$ cat src/rtl/fau_pkg.sv
// Package for the FIR audio filter unit: sizes, operation codes and the
// command and status structs between controller and datapath.
// No dependencies.
package fau_pkg;

  localparam int TAPS       = 256;            // ring and coefficient depth, power of two
  localparam int TAP_AW     = $clog2(TAPS);   // tap and ring address width
  localparam int CNT_W      = TAP_AW + 1;     // counter wide enough to hold TAPS
  localparam int SAMPLE_W   = 16;
  localparam int COEF_W     = 16;
  localparam int TAP_CFG_W  = 9;
  localparam int PROD_W     = SAMPLE_W + COEF_W;
  localparam int FRAC_BITS  = 15;             // Q1.15 coefficients

  typedef enum logic {
    OP_SAMPLE = 1'b0,
    OP_COEF   = 1'b1
  } fau_op_t;

  typedef struct packed {
    logic              clr;       // clearing sweep writes zero to both stores
    logic [TAP_AW-1:0] clr_addr;
    logic              hist_wr;   // store the accepted sample at the ring pointer
    logic              coef_wr;   // store the accepted coefficient
    logic              issue;     // read tap pair for tap index
    logic [TAP_AW-1:0] tap;
    logic              acc_clr;
    logic              load_out;  // copy accumulator into the output register
  } fau_cmd_t;

  typedef struct packed {
    logic busy;                   // multiply-accumulate pipeline holds work
    logic acc_zero;               // accumulator currently zero
  } fau_sts_t;

endpackage

$ cat src/rtl/fau_ctrl.sv
// Controller of the FIR audio filter unit: clearing sweep, tap sequencing,
// tap count register and output handshake. Uses fau_pkg.
module fau_ctrl (
  input  logic                          clk,
  input  logic                          rst_n,
  input  logic                          in_tvalid,
  input  logic                          in_tuser,
  output logic                          in_tready,
  input  logic                          cfg_we,
  input  logic [fau_pkg::TAP_CFG_W-1:0] cfg_wdata,
  output logic                          out_tvalid,
  input  logic                          out_tready,
  input  fau_pkg::fau_sts_t             sts,
  output fau_pkg::fau_cmd_t             cmd
);
  import fau_pkg::*;

  typedef enum logic [2:0] {
    S_CLEAR,
    S_IDLE,
    S_ISSUE,
    S_DRAIN,
    S_HOLD
  } state_t;

  state_t               state_r, state_nxt;
  logic [CNT_W-1:0]     cnt_r, cnt_nxt;
  logic [TAP_CFG_W-1:0] tap_count_r;
  logic                 out_valid_r, out_valid_nxt;
  logic [CNT_W-1:0]     used;
  logic                 in_xfer;
  logic                 slot_free;

  assign used      = (tap_count_r > TAP_CFG_W'(TAPS)) ? CNT_W'(TAPS) : CNT_W'(tap_count_r);
  assign in_tready = (state_r == S_IDLE);
  assign in_xfer   = in_tvalid & in_tready;
  assign slot_free = !out_valid_r || out_tready;

  always_comb begin
    state_nxt    = state_r;
    cnt_nxt      = cnt_r;
    cmd          = '0;
    cmd.clr_addr = cnt_r[TAP_AW-1:0];
    cmd.tap      = cnt_r[TAP_AW-1:0];
    unique case (state_r)
      S_CLEAR: begin
        cmd.clr = 1'b1;
        cnt_nxt = cnt_r + 1'b1;
        if (cnt_r == CNT_W'(TAPS - 1)) begin
          state_nxt = S_IDLE;
        end
      end
      S_IDLE: begin
        if (in_xfer) begin
          if (in_tuser == OP_COEF) begin
            cmd.coef_wr = 1'b1;
          end else begin
            cmd.hist_wr = 1'b1;
            cmd.acc_clr = 1'b1;
            cnt_nxt     = '0;
            state_nxt   = (used == '0) ? S_HOLD : S_ISSUE;
          end
        end
      end
      S_ISSUE: begin
        cmd.issue = 1'b1;
        cnt_nxt   = cnt_r + 1'b1;
        if (cnt_r == used - 1'b1) begin
          state_nxt = S_DRAIN;
        end
      end
      S_DRAIN: begin
        if (!sts.busy) begin
          state_nxt = S_HOLD;
        end
      end
      S_HOLD: begin
        if (slot_free) begin
          cmd.load_out = 1'b1;
          state_nxt    = S_IDLE;
        end
      end
      default: state_nxt = S_CLEAR;
    endcase
  end

  always_comb begin
    out_valid_nxt = out_valid_r;
    if (cmd.load_out) begin
      out_valid_nxt = 1'b1;
    end else if (out_tready) begin
      out_valid_nxt = 1'b0;
    end
  end

  always_ff @(posedge clk) begin
    if (!rst_n) begin
      state_r     <= S_CLEAR;
      cnt_r       <= '0;
      tap_count_r <= '0;
      out_valid_r <= 1'b0;
    end else begin
      state_r     <= state_nxt;
      cnt_r       <= cnt_nxt;
      out_valid_r <= out_valid_nxt;
      if (cfg_we) begin
        tap_count_r <= cfg_wdata;
      end
    end
  end

  assign out_tvalid = out_valid_r;

  a_load_free: assert property (@(posedge clk) disable iff (!rst_n)
    cmd.load_out |-> slot_free) else $error("result loaded over an untaken result");

  a_issue_bound: assert property (@(posedge clk) disable iff (!rst_n)
    cmd.issue |-> (cnt_r < used)) else $error("tap issued past taps in use");

  a_idle_quiet: assert property (@(posedge clk) disable iff (!rst_n)
    in_tready |-> !sts.busy) else $error("input taken while pipeline busy");

  a_coef_no_result: assert property (@(posedge clk) disable iff (!rst_n)
    (in_xfer && in_tuser == OP_COEF) |=> (state_r == S_IDLE && !cmd.load_out))
    else $error("coefficient write started a result");

  a_zero_taps: assert property (@(posedge clk) disable iff (!rst_n)
    (state_r == S_HOLD && used == '0 && $past(state_r) == S_IDLE) |-> sts.acc_zero)
    else $error("zero-tap result not zero");

endmodule

$ cat config.mk
export PLATFORM = sky130hd
export DESIGN_NAME = fau_ctrl
export DESIGN_NICKNAME = d
export VERILOG_FILES = /design/src/rtl/fau_pkg.sv /design/src/rtl/fau_ctrl.sv
export SDC_FILE = /design/constraint.sdc
export NUM_CORES = 1
export LEC_CHECK = 0
export ABC_CLOCK_PERIOD_IN_PS = 6800
export BUFFER_PORTS_ARGS = -buffer_cell sky130_fd_sc_hd__buf_2
export CAP_MARGIN = 10
export CORE_MARGIN = 5
export CORE_UTILIZATION = 40
export CTS_CLUSTER_SIZE = 16
export DETAILED_ROUTE_END_ITERATION = 6
export SYNTH_ARGS = -nofsm -noshare
export SYNTH_HDL_FRONTEND = slang
export SYNTH_SLANG_ARGS = --single-unit
$ cat constraint.sdc
create_clock -name clk -period 6.8 [get_ports clk]
set_input_delay 0.34 -clock clk [delete_from_list [all_inputs] [get_ports clk]]
set_output_delay 0.34 -clock clk [all_outputs]
set_load 0.02 [all_outputs]
==> qor.csv, run 1 <==
stage,metric,value,unit
yosys,ys.flop_type,dfxtp_1,
grt,grt_pass1_wl,5100,µm
clocking,numCtsBuffers,3,
grt,grt-busiest-layer,met2,
layout,final_nets,216,
layout,synthToLayoutAreaGrowth,9.00,%
route,vias,1232,
critical_path,critPathMaxFanout,8,
layout,seq_area,440,µm²
run_status,status,"finished, final reports clean",
floorplanning,initial_utilization,41.4,%
timing,fin_setup_tns,0,ns
clocking,cts.repair.resized,0,
floorplanning,core,0.00366,mm²
grt,use_met3,1.68,%
power_and_ir_drop,p_leak,0.000745,µW
placement,hpwl,2430,µm
placement,place_congestion,0.826,
route,drt_wl_total,3030,µm
route,ant_nets,0,
layout,n_antenna_cell,0,
clocking,post-cts-setup-buffer-count,0,
floorplanning,die_w,71.5,µm
critical_path,critical_path_class,flip-flop to flip-flop,
layout,fill_cells,381,
yosys,synth_area,0.00152,mm²
grt,antenna_found_initial,0,
yosys,yosys-mux-area-fraction,7.35,%
timing,clock_skew,0.00108,ns
critical_path,crit_required,6.99,ns
yosys,ys.warnings.count,0,
power_and_ir_drop,powerDensity,179,mW/mm²
floorplanning,rows,22,
timing,timing.slew.headroom,71.1,%
clocking,cts_tree,built,
yosys,yosys.area_share.simple,29.1,%
yosys,async_flop_share,0,%
yosys,synth_top_area_cell,dfxtp_1,
route,drt_drc_violations_left,0,
clocking,ctsHoldBuffers,0,
yosys,ys_seq_area_share,29.1,%
timing,drv_slew,0,
grt,grt_pass1_vias,1139,
worst_hold_path,hold_path_class,input port to flip-flop,
timing,setup_viol,0,
yosys,syn_nets,198,
clocking,htree_levels,1,
timing,finalCriticalPeriod,2.48,ns
placement,dpl_worst_slack,4.33,ns
yosys,synth_top_family_by_area,simple AND/OR/NAND/NOR gates,
yosys,synth-compound-area-share,10.7,%
timing,layout_setup_ws,4.32,ns
run,drv_cap,0,
yosys,yosys.cell_types.count,46,
route,wl_per_cell,12.5,µm
layout,drive_gt1_share,25.6,%
yosys,synth-xor-area-share,9.25,%
clocking,cts_max_path_buffers,2,
layout,multi_input_area,893,µm²
yosys,synthCells,178,
route,dr.pass1.iters,4,
timing,fin_crit_sh,36.5,%
timing,max_clock_freq,403,MHz
grt,grtUsageMet1,15.5,%
floorplanning,die_area,0.00512,mm²
clocking,clock_sinks,22,
grt,grt_max_degree,19,
timing,finalHoldViolations,0,
clocking,cts.clk_slew.worst_paths,0.08,ns
floorplanning,ioPinCount,41,
floorplanning,die_y,71.5,µm
timing,rsz0062_at_grt,false,
critical_path,worst_setup_path_end_kind,flip-flop,
grt,grtUsageTotal,12.0,%
yosys,synth_edf_count,0,
critical_path,start_kind,flip-flop,
grt,use_met2,20.8,%
route,drt-initial-drc-count,48,
yosys,synth_area_leaders,"dfxtp_1, buf_4, mux2i_1, xor2_1, nor2b_1",
clocking,root_buffer,clkbuf_8,
placement,numPortBuffers,39,
route,routed_via_density,5.07,
clocking,clock_latency,0.26,ns
yosys,synth_fa_ha_area_share,2.48,%
yosys,avgSynthCellArea,8.51,µm²
yosys,ys_ff_latch,22,
yosys,synth_top_cell_area_share,29.1,%
timing,worst_slew_pin_slew,0.428,ns
critical_path,arrival,2.67,ns
power_and_ir_drop,vdd_drop_max,0.0000780,V
grt,grt_overflow,0,
power by group:
| group | internal, µW | switching, µW |
|---|---|---|
| combinational | 27.9 | 30.3 |
| clock | 51.7 | 43.9 |
| sequential | 134 | 8.39 |
| total | 213 | 82.6 |
synth_stat cells, types with 3 or more instances:
| library cell | number |
|---|---|
| a21oi_1 | 3 |
| and2_1 | 3 |
| buf_4 | 18 |
| clkbuf_1 | 6 |
| dfxtp_1 | 22 |
| ha_1 | 3 |
| mux2i_1 | 10 |
| nand2_1 | 13 |
| nand2b_1 | 4 |
| nand3_1 | 10 |
| nand3b_1 | 3 |
| nor2_1 | 16 |
| nor2b_1 | 11 |
| xnor2_1 | 6 |
| xor2_1 | 10 |
registers in the layout (all words and copies together), names as in the netlist:
name,flops
cnt_r,9
tap_count_r,9
state_r,3
out_tvalid,1
worst paths after layout:
| check | from | to | slack [ns] | cells after the start |
|---|---|---|---|---|
| min reg2reg | cnt_r[1] | cnt_r[1] | 0.56 | 2 |
| max | tap_count_r[8] | state_r[0] | 4.32 | 9 |
| max reg2reg | tap_count_r[8] | state_r[0] | 4.32 | 9 |
| min | cfg_wdata[5] | tap_count_r[5] | 0.33 | 3 |
critical path, cell delays in order, from the launching register on:
cell and delay (ns):
dfxtp_1 0.49, inv_2 0.14, nand2_1 0.10, ha_1 0.31, or3b_1 0.43, o311ai_1 0.24
nand3_1 0.13, xnor2_1 0.15, nand3_1 0.14, o31ai_4 0.26
cells in the final DEF, fill, tap and decap left out, types with 6 or more instances in the layout:
cell     count
dfxtp_1     22
nor2_1      16
xor2_1      10
mux2i_1     10
xnor2_1      6
nand3_1     10
nand2_1     13
nor2b_1     11
buf_2       39
cell type report:
| class | count | share of cell area [%] |
|---|---|---|
| clock buffers | 4 | 3.33 |
| inverters | 2 | 0.455 |
| multi-input cells | 128 | 54.1 |
| flip-flops and latches | 22 | 26.7 |
| well taps | 48 | 3.64 |
| repair buffers | 39 | 11.8 |
cell families after synthesis:
logic type | Yosys count
and+or+nand+nor | 78
buffers and inverters | 28
DFF | 22
AOI/OAI and AO/OA | 20
xor gates and xnor gates | 16
muxes | 11
adders and majority gates | 3
layer usage:
layer  part of all wire [%]  vias to the layer above
li1                       -                      638
met2                     49                       26
met3                    5.0                        5
met4                   0.99                        0
met1                     45                      563
met5                      0                        -
per-stage QoR:
stage	instance area, µm²	utilization [%]	std cells	power (µW)	hold slack (ns)
after global placement	1600	43.6	239	202	0.536
after global routing	1650	45.1	243	308	0.333
final	1650	45.1	243	296	0.331
after detailed placement	1600	43.6	239	204	0.554
after CTS	1650	45.1	243	299	0.332
after floorplan	1520	-	178	193	0.468
Power figures use the tool's default switching activity.
==> run 2, diff against run 1 <==
ABC_CLOCK_PERIOD_IN_PS = 2300   (was 6800)
clock period = 2.3 ns   (was 6.8 ns; I/O delays follow)
==> run 2 against run 1 <==
First-iteration DRC count up 19%. Flip-flop and latch count unchanged. Sequential power rose to 2.9 times the previous value. Core utilization up 1.9 points. Count of clock-buffer cells in the layout down 1. Sequential share of layout area down 1.1 points. Clock power up 150%. Total power rose to 2.8 times the previous value.
==> qor.csv, run 2 (synthesis results as in run 1) <==
stage,metric,value,unit
run_status,status,"finished, final reports clean",
timing,drv_slew,0,
clocking,cts_max_path_buffers,2,
critical_path,reg2reg_from,tap_count_r[8],
critical_path,slowest_delay,0.32,ns
timing,finalCriticalPeriod,2.12,ns
floorplanning,core,0.00366,mm²
critical_path,path_cells,"inv_2, nand2_1, ha_1, xnor2_1, xor2_1, a22oi_1, nor4_1, nand3_1, o31ai_4",
route,drt_wl_total,3190,µm
timing,clock_skew,0.00171,ns
placement,numPortBuffers,39,
route,dr.pass1.iters,4,
route,routed_via_density,5.09,
timing,timing.slew.headroom,71.8,%
critical_path,arrival,2.30,ns
critical_path,path_buf_inv,1,
timing,fin_crit_sh,92.0,%
floorplanning,die_y,71.5,µm
placement,place_congestion,0.865,
timing,finalHoldViolations,0,
clocking,cts.clk_slew.worst_paths,0.08,ns
floorplanning,die_w,71.5,µm
placement,hpwl,2590,µm
timing,worst_slew_pin_slew,0.417,ns
grt,grt_overflow,0,
clocking,htree_levels,1,
grt,grt_max_degree,19,
clocking,root_buffer,clkbuf_8,
critical_path,crit_slowest_cell,dfxtp_1,
layout,synthToLayoutAreaGrowth,13.5,%
layout,final_nets,226,
critical_path,start_kind,flip-flop,
route,ant_nets,0,
critical_path,cp-startpoint,tap_count_r[8],
layout,seq_area,440,µm²
route,drt_drc_violations_left,0,
layout,final_common_cell,buf_2,
clocking,clock_latency,0.26,ns
route,vias,1283,
power_and_ir_drop,p_clk_share,28.1,%
grt,grt_pass1_wl,5400,µm
timing,fin_setup_tns,0,ns
floorplanning,die_area,0.00512,mm²
run,drv_cap,0,
grt,grt_pass1_vias,1229,
critical_path,critical_path_class,flip-flop to flip-flop,
critical_path,critPathMaxFanout,8,
timing,layout_setup_ws,0.184,ns
worst_hold_path,worstHoldStart,cfg_wdata[6],
grt,antenna_found_initial,0,
timing,max_clock_freq,473,MHz
grt,grtUsageTotal,12.8,%
clocking,cts_tree,built,
clocking,ctsHoldBuffers,0,
power_and_ir_drop,pwr-share-seq,49.5,%
layout,multi_input_area,901,µm²
power_and_ir_drop,p_leak,0.000788,µW
layout,fill_cells,350,
timing,rsz0062_at_grt,false,
worst_hold_path,hold_path_class,input port to flip-flop,
route,drt-initial-drc-count,57,
power_and_ir_drop,vdd_drop_max,0.000354,V
power_and_ir_drop,switching_share,28.1,%
floorplanning,rows,22,
power_and_ir_drop,p_comb_share,22.5,%
layout,n_antenna_cell,0,
placement,dpl_worst_slack,0.201,ns
critical_path,crit_required,2.48,ns
critical_path,worst_setup_path_end_kind,flip-flop,
clocking,numCtsBuffers,3,
floorplanning,initial_utilization,41.4,%
layout,reg_top3,"cnt_r x9, tap_count_r x9, state_r x3",
timing,setup_viol,0,
floorplanning,ioPinCount,41,
clocking,clock_sinks,22,
critical_path,crit_family,simple AND/OR/NAND/NOR gates,
route,wl_per_cell,12.7,µm
power_and_ir_drop,p_int,603,µW
power_and_ir_drop,powerDensity,487,mW/mm²
layout,final_cell_mix,"buf_2, dfxtp_1, nor2_1",
layout,drive_gt1_share,29.4,%
power_and_ir_drop,power.switching,235,µW
[run 2: layout make-up]
type	instances	share of cell area, %
timing repair buffer	49	15.7
tap	48	3.49
clock buffer	3	2.40
sequential	22	25.6
multi-input combinational	128	52.4
inverter	2	0.436
[run 2: power groups by stage]
| stage | registers (µW) | clock network (µW) | logic [µW] |
|---|---|---|---|
| after floorplan | 421 | 0 | 151 |
| after global placement | 422 | 0 | 183 |
| after detailed placement | 423 | 0 | 188 |
| after CTS | 414 | 248 | 189 |
| after global routing | 418 | 259 | 209 |
| final | 414 | 235 | 188 |
[run 2: routing by layer]
metal  part of all wire (%)  GRT usage, %  up-vias
met5                      0             0        -
met4                   0.66          2.51        0
met3                    4.9          3.09        2
met2                     51          23.6       26
met1                     43          15.1      602
li1                       -             -      653
[run 2: per-stage QoR]
| stage | area (µm²) | utilization, % | hold WS (ns) | total power, µW | std cells |
|---|---|---|---|---|---|
| final | 1720 | 47.0 | 0.113 | 838 | 252 |
| after global routing | 1720 | 47.0 | 0.110 | 885 | 252 |
| after CTS | 1710 | 46.8 | 0.105 | 851 | 252 |
| after detailed placement | 1670 | 45.7 | 0.383 | 611 | 249 |
| after global placement | 1670 | 45.7 | 0.372 | 606 | 249 |
| after floorplan | 1520 | - | 0.243 | 572 | 178 |
[run 2: worst paths after layout]
path,end,slack [ns],cells past startpoint
max,state_r[0],0.18,9
min,tap_count_r[6],0.11,3
max reg2reg,state_r[0],0.18,9
min reg2reg,tap_count_r[7],0.56,2
[run 2: worst reg2reg max path, cell delays in order (launching register included)]
cell and delay (ns):
dfxtp_1 0.32, inv_2 0.13, nand2_1 0.07, ha_1 0.24, xnor2_1 0.32, xor2_1 0.19
a22oi_1 0.08, nor4_1 0.28, nand3_1 0.16, o31ai_4 0.24
[run 2: timing repair]
action / 4_1_cts / 5_1_grt
resized for setup: 0 / 1
buffers inserted: 0 / 0
setup endpoints to repair: 0 / 1
==> run 3, diff against run 2 <==
ABC_CLOCK_PERIOD_IN_PS = 2700   (was 2300)
clock period = 2.7 ns   (was 2.3 ns; I/O delays follow)
==> run 3 against run 2 <==
Sequential power fell by 14%. Critical path depth did not move. Critical endpoint unchanged. Clock power rose by 2%. Worst hold slack improved by 0.011 ns. Wire length fell by 1.8%. Die area did not move. Largest power group unchanged. Flip-flop and latch count did not move. Via count fell by 1.5%. Design area fell by 4.0%. First-iteration DRC count rose by 14%. Cell count fell by 3.6%.
==> qor.csv, run 3 (synthesis results as in run 1) <==
stage,metric,value,unit
timing,finalHoldViolations,0,
route,ant_nets,0,
clocking,clock_latency,0.27,ns
critical_path,critPathMaxFanout,8,
placement,place_congestion,0.866,
timing,max_clock_freq,397,MHz
layout,fill_cells,375,
layout,final_cell_mix,"buf_2, dfxtp_1, nor2_1",
power_and_ir_drop,p_comb_share,19.9,%
power_and_ir_drop,vdd_drop_max,0.000196,V
clocking,htree_levels,1,
layout,synthToLayoutAreaGrowth,9.00,%
floorplanning,die_y,71.5,µm
worst_hold_path,min_to,tap_count_r[2],
timing,rsz0062_at_grt,false,
layout,seq_area,440,µm²
clocking,cts_max_path_buffers,2,
clocking,ctsHoldBuffers,0,
floorplanning,die_w,71.5,µm
layout,reg_top3,"cnt_r x9, tap_count_r x9, state_r x3",
route,wl_per_cell,12.9,µm
grt,grt_pass1_vias,1165,
worst_hold_path,worstHoldStart,cfg_wdata[2],
timing,layout_setup_ws,0.181,ns
power_and_ir_drop,p_clk_share,32.1,%
route,vias,1264,
grt,grt_max_degree,19,
worst_hold_path,holdPathStages,3,
floorplanning,die_area,0.00512,mm²
timing,fin_setup_tns,0,ns
clocking,numCtsBuffers,3,
floorplanning,rows,22,
placement,numPortBuffers,39,
run,drv_cap,0,
timing,drv_slew,0,
critical_path,critical_path_class,flip-flop to flip-flop,
power_and_ir_drop,p_leak,0.000745,µW
route,drt_wl_total,3130,µm
power_and_ir_drop,switching_share,28.0,%
critical_path,timing.rr.end,state_r[0],
critical_path,worst_setup_path_end_kind,flip-flop,
grt,grt_pass1_wl,5250,µm
critical_path,start_kind,flip-flop,
clocking,cts.repair.resized,0,
power_and_ir_drop,p_int,537,µW
power_and_ir_drop,pwr-share-seq,48.0,%
critical_path,arrival,2.71,ns
clocking,clock_sinks,22,
route,drt_drc_violations_left,0,
placement,hpwl,2430,µm
grt,antenna_found_initial,0,
placement,dpl_worst_slack,0.244,ns
layout,multi_input_area,893,µm²
route,routed_via_density,5.20,
clocking,cts_tree,built,
route,dr.pass1.iters,4,
power_and_ir_drop,powerDensity,451,mW/mm²
timing,holdWs,0.124,ns
critical_path,ff2ff_path_depth,9,
floorplanning,initial_utilization,41.4,%
timing,timing.slew.headroom,72.4,%
layout,final_common_cell,buf_2,
run_status,status,"finished, final reports clean",
timing,clock_skew,0.00324,ns
timing,finalCriticalPeriod,2.52,ns
timing,fin_crit_sh,93.3,%
critical_path,reg2reg_from,tap_count_r[8],
critical_path,crit_required,2.89,ns
floorplanning,core,0.00366,mm²
clocking,post-cts-setup-buffer-count,0,
floorplanning,ioPinCount,41,
grt,grtUsageTotal,12.5,%
timing,worst_slew_pin_slew,0.408,ns
layout,n_antenna_cell,0,
grt,grt_overflow,0,
clocking,cts.clk_slew.worst_paths,0.08,ns
critical_path,r2r_setup_slack,0.18,ns
worst_hold_path,hold_path_class,input port to flip-flop,
timing,setup_viol,0,
clocking,root_buffer,clkbuf_8,
route,drt-initial-drc-count,65,
layout,drive_gt1_share,25.6,%
layout,final_nets,216,
power_and_ir_drop,power.switching,208,µW
==> run 3: worst max-delay path by stage <==
stage | startpoint | to | depth (start not counted)
after floorplan | tap_count_r[8] | state_r[0] | 11
after global placement | tap_count_r[8] | state_r[0] | 9
after detailed placement | tap_count_r[8] | state_r[0] | 9
after CTS | tap_count_r[8] | state_r[0] | 9
after global routing | tap_count_r[8] | state_r[0] | 9
final | tap_count_r[8] | state_r[0] | 9
==> run 3: critical path: stages (launching register included) <==
cell and delay [ns]:
dfxtp_1 0.49, inv_2 0.13, nand2_1 0.09, ha_1 0.32, or3b_1 0.43, o311ai_1 0.25, nand3_1 0.14, xnor2_1 0.19
nand3_1 0.15, o31ai_4 0.25
==> run 3: layout make-up <==
| cell class | count | share of cell area (%) |
|---|---|---|
| multi-input combinational | 128 | 54.1 |
| sequential | 22 | 26.7 |
| timing repair buffer | 39 | 11.8 |
| tap | 48 | 3.64 |
| clock buffer | 4 | 3.33 |
| inverter | 2 | 0.455 |
==> run 3: metrics by stage <==
step,instances,utilization [%],total power (µW),instance area [µm²]
finish,243,45.1,745,1650
global route,243,45.1,782,1650
CTS,243,45.1,757,1650
detailed placement,239,43.6,514,1600
global placement,239,43.6,508,1600
floorplan,178,-,487,1520
==> run 3: metal layers <==
layer	vias up	share of wire, %	wire (µm)	global-route usage (%)
met3	10	6.0	187	2.10
met4	0	2.4	76	5.64
li1	633	-	-	-
met5	-	0	0	0
met2	32	47	1480	20.1
met1	589	44	1390	16.3
==> run 3: power by group through the flow <==
stage / combinational, µW / clock [µW] / sequential, µW
2_1_floorplan: 129 / 0 / 358
3_3_place_gp: 143 / 0 / 365
3_5_place_dp: 148 / 0 / 366
4_1_cts: 149 / 250 / 358
5_1_grt: 164 / 256 / 362
6_report: 148 / 239 / 358
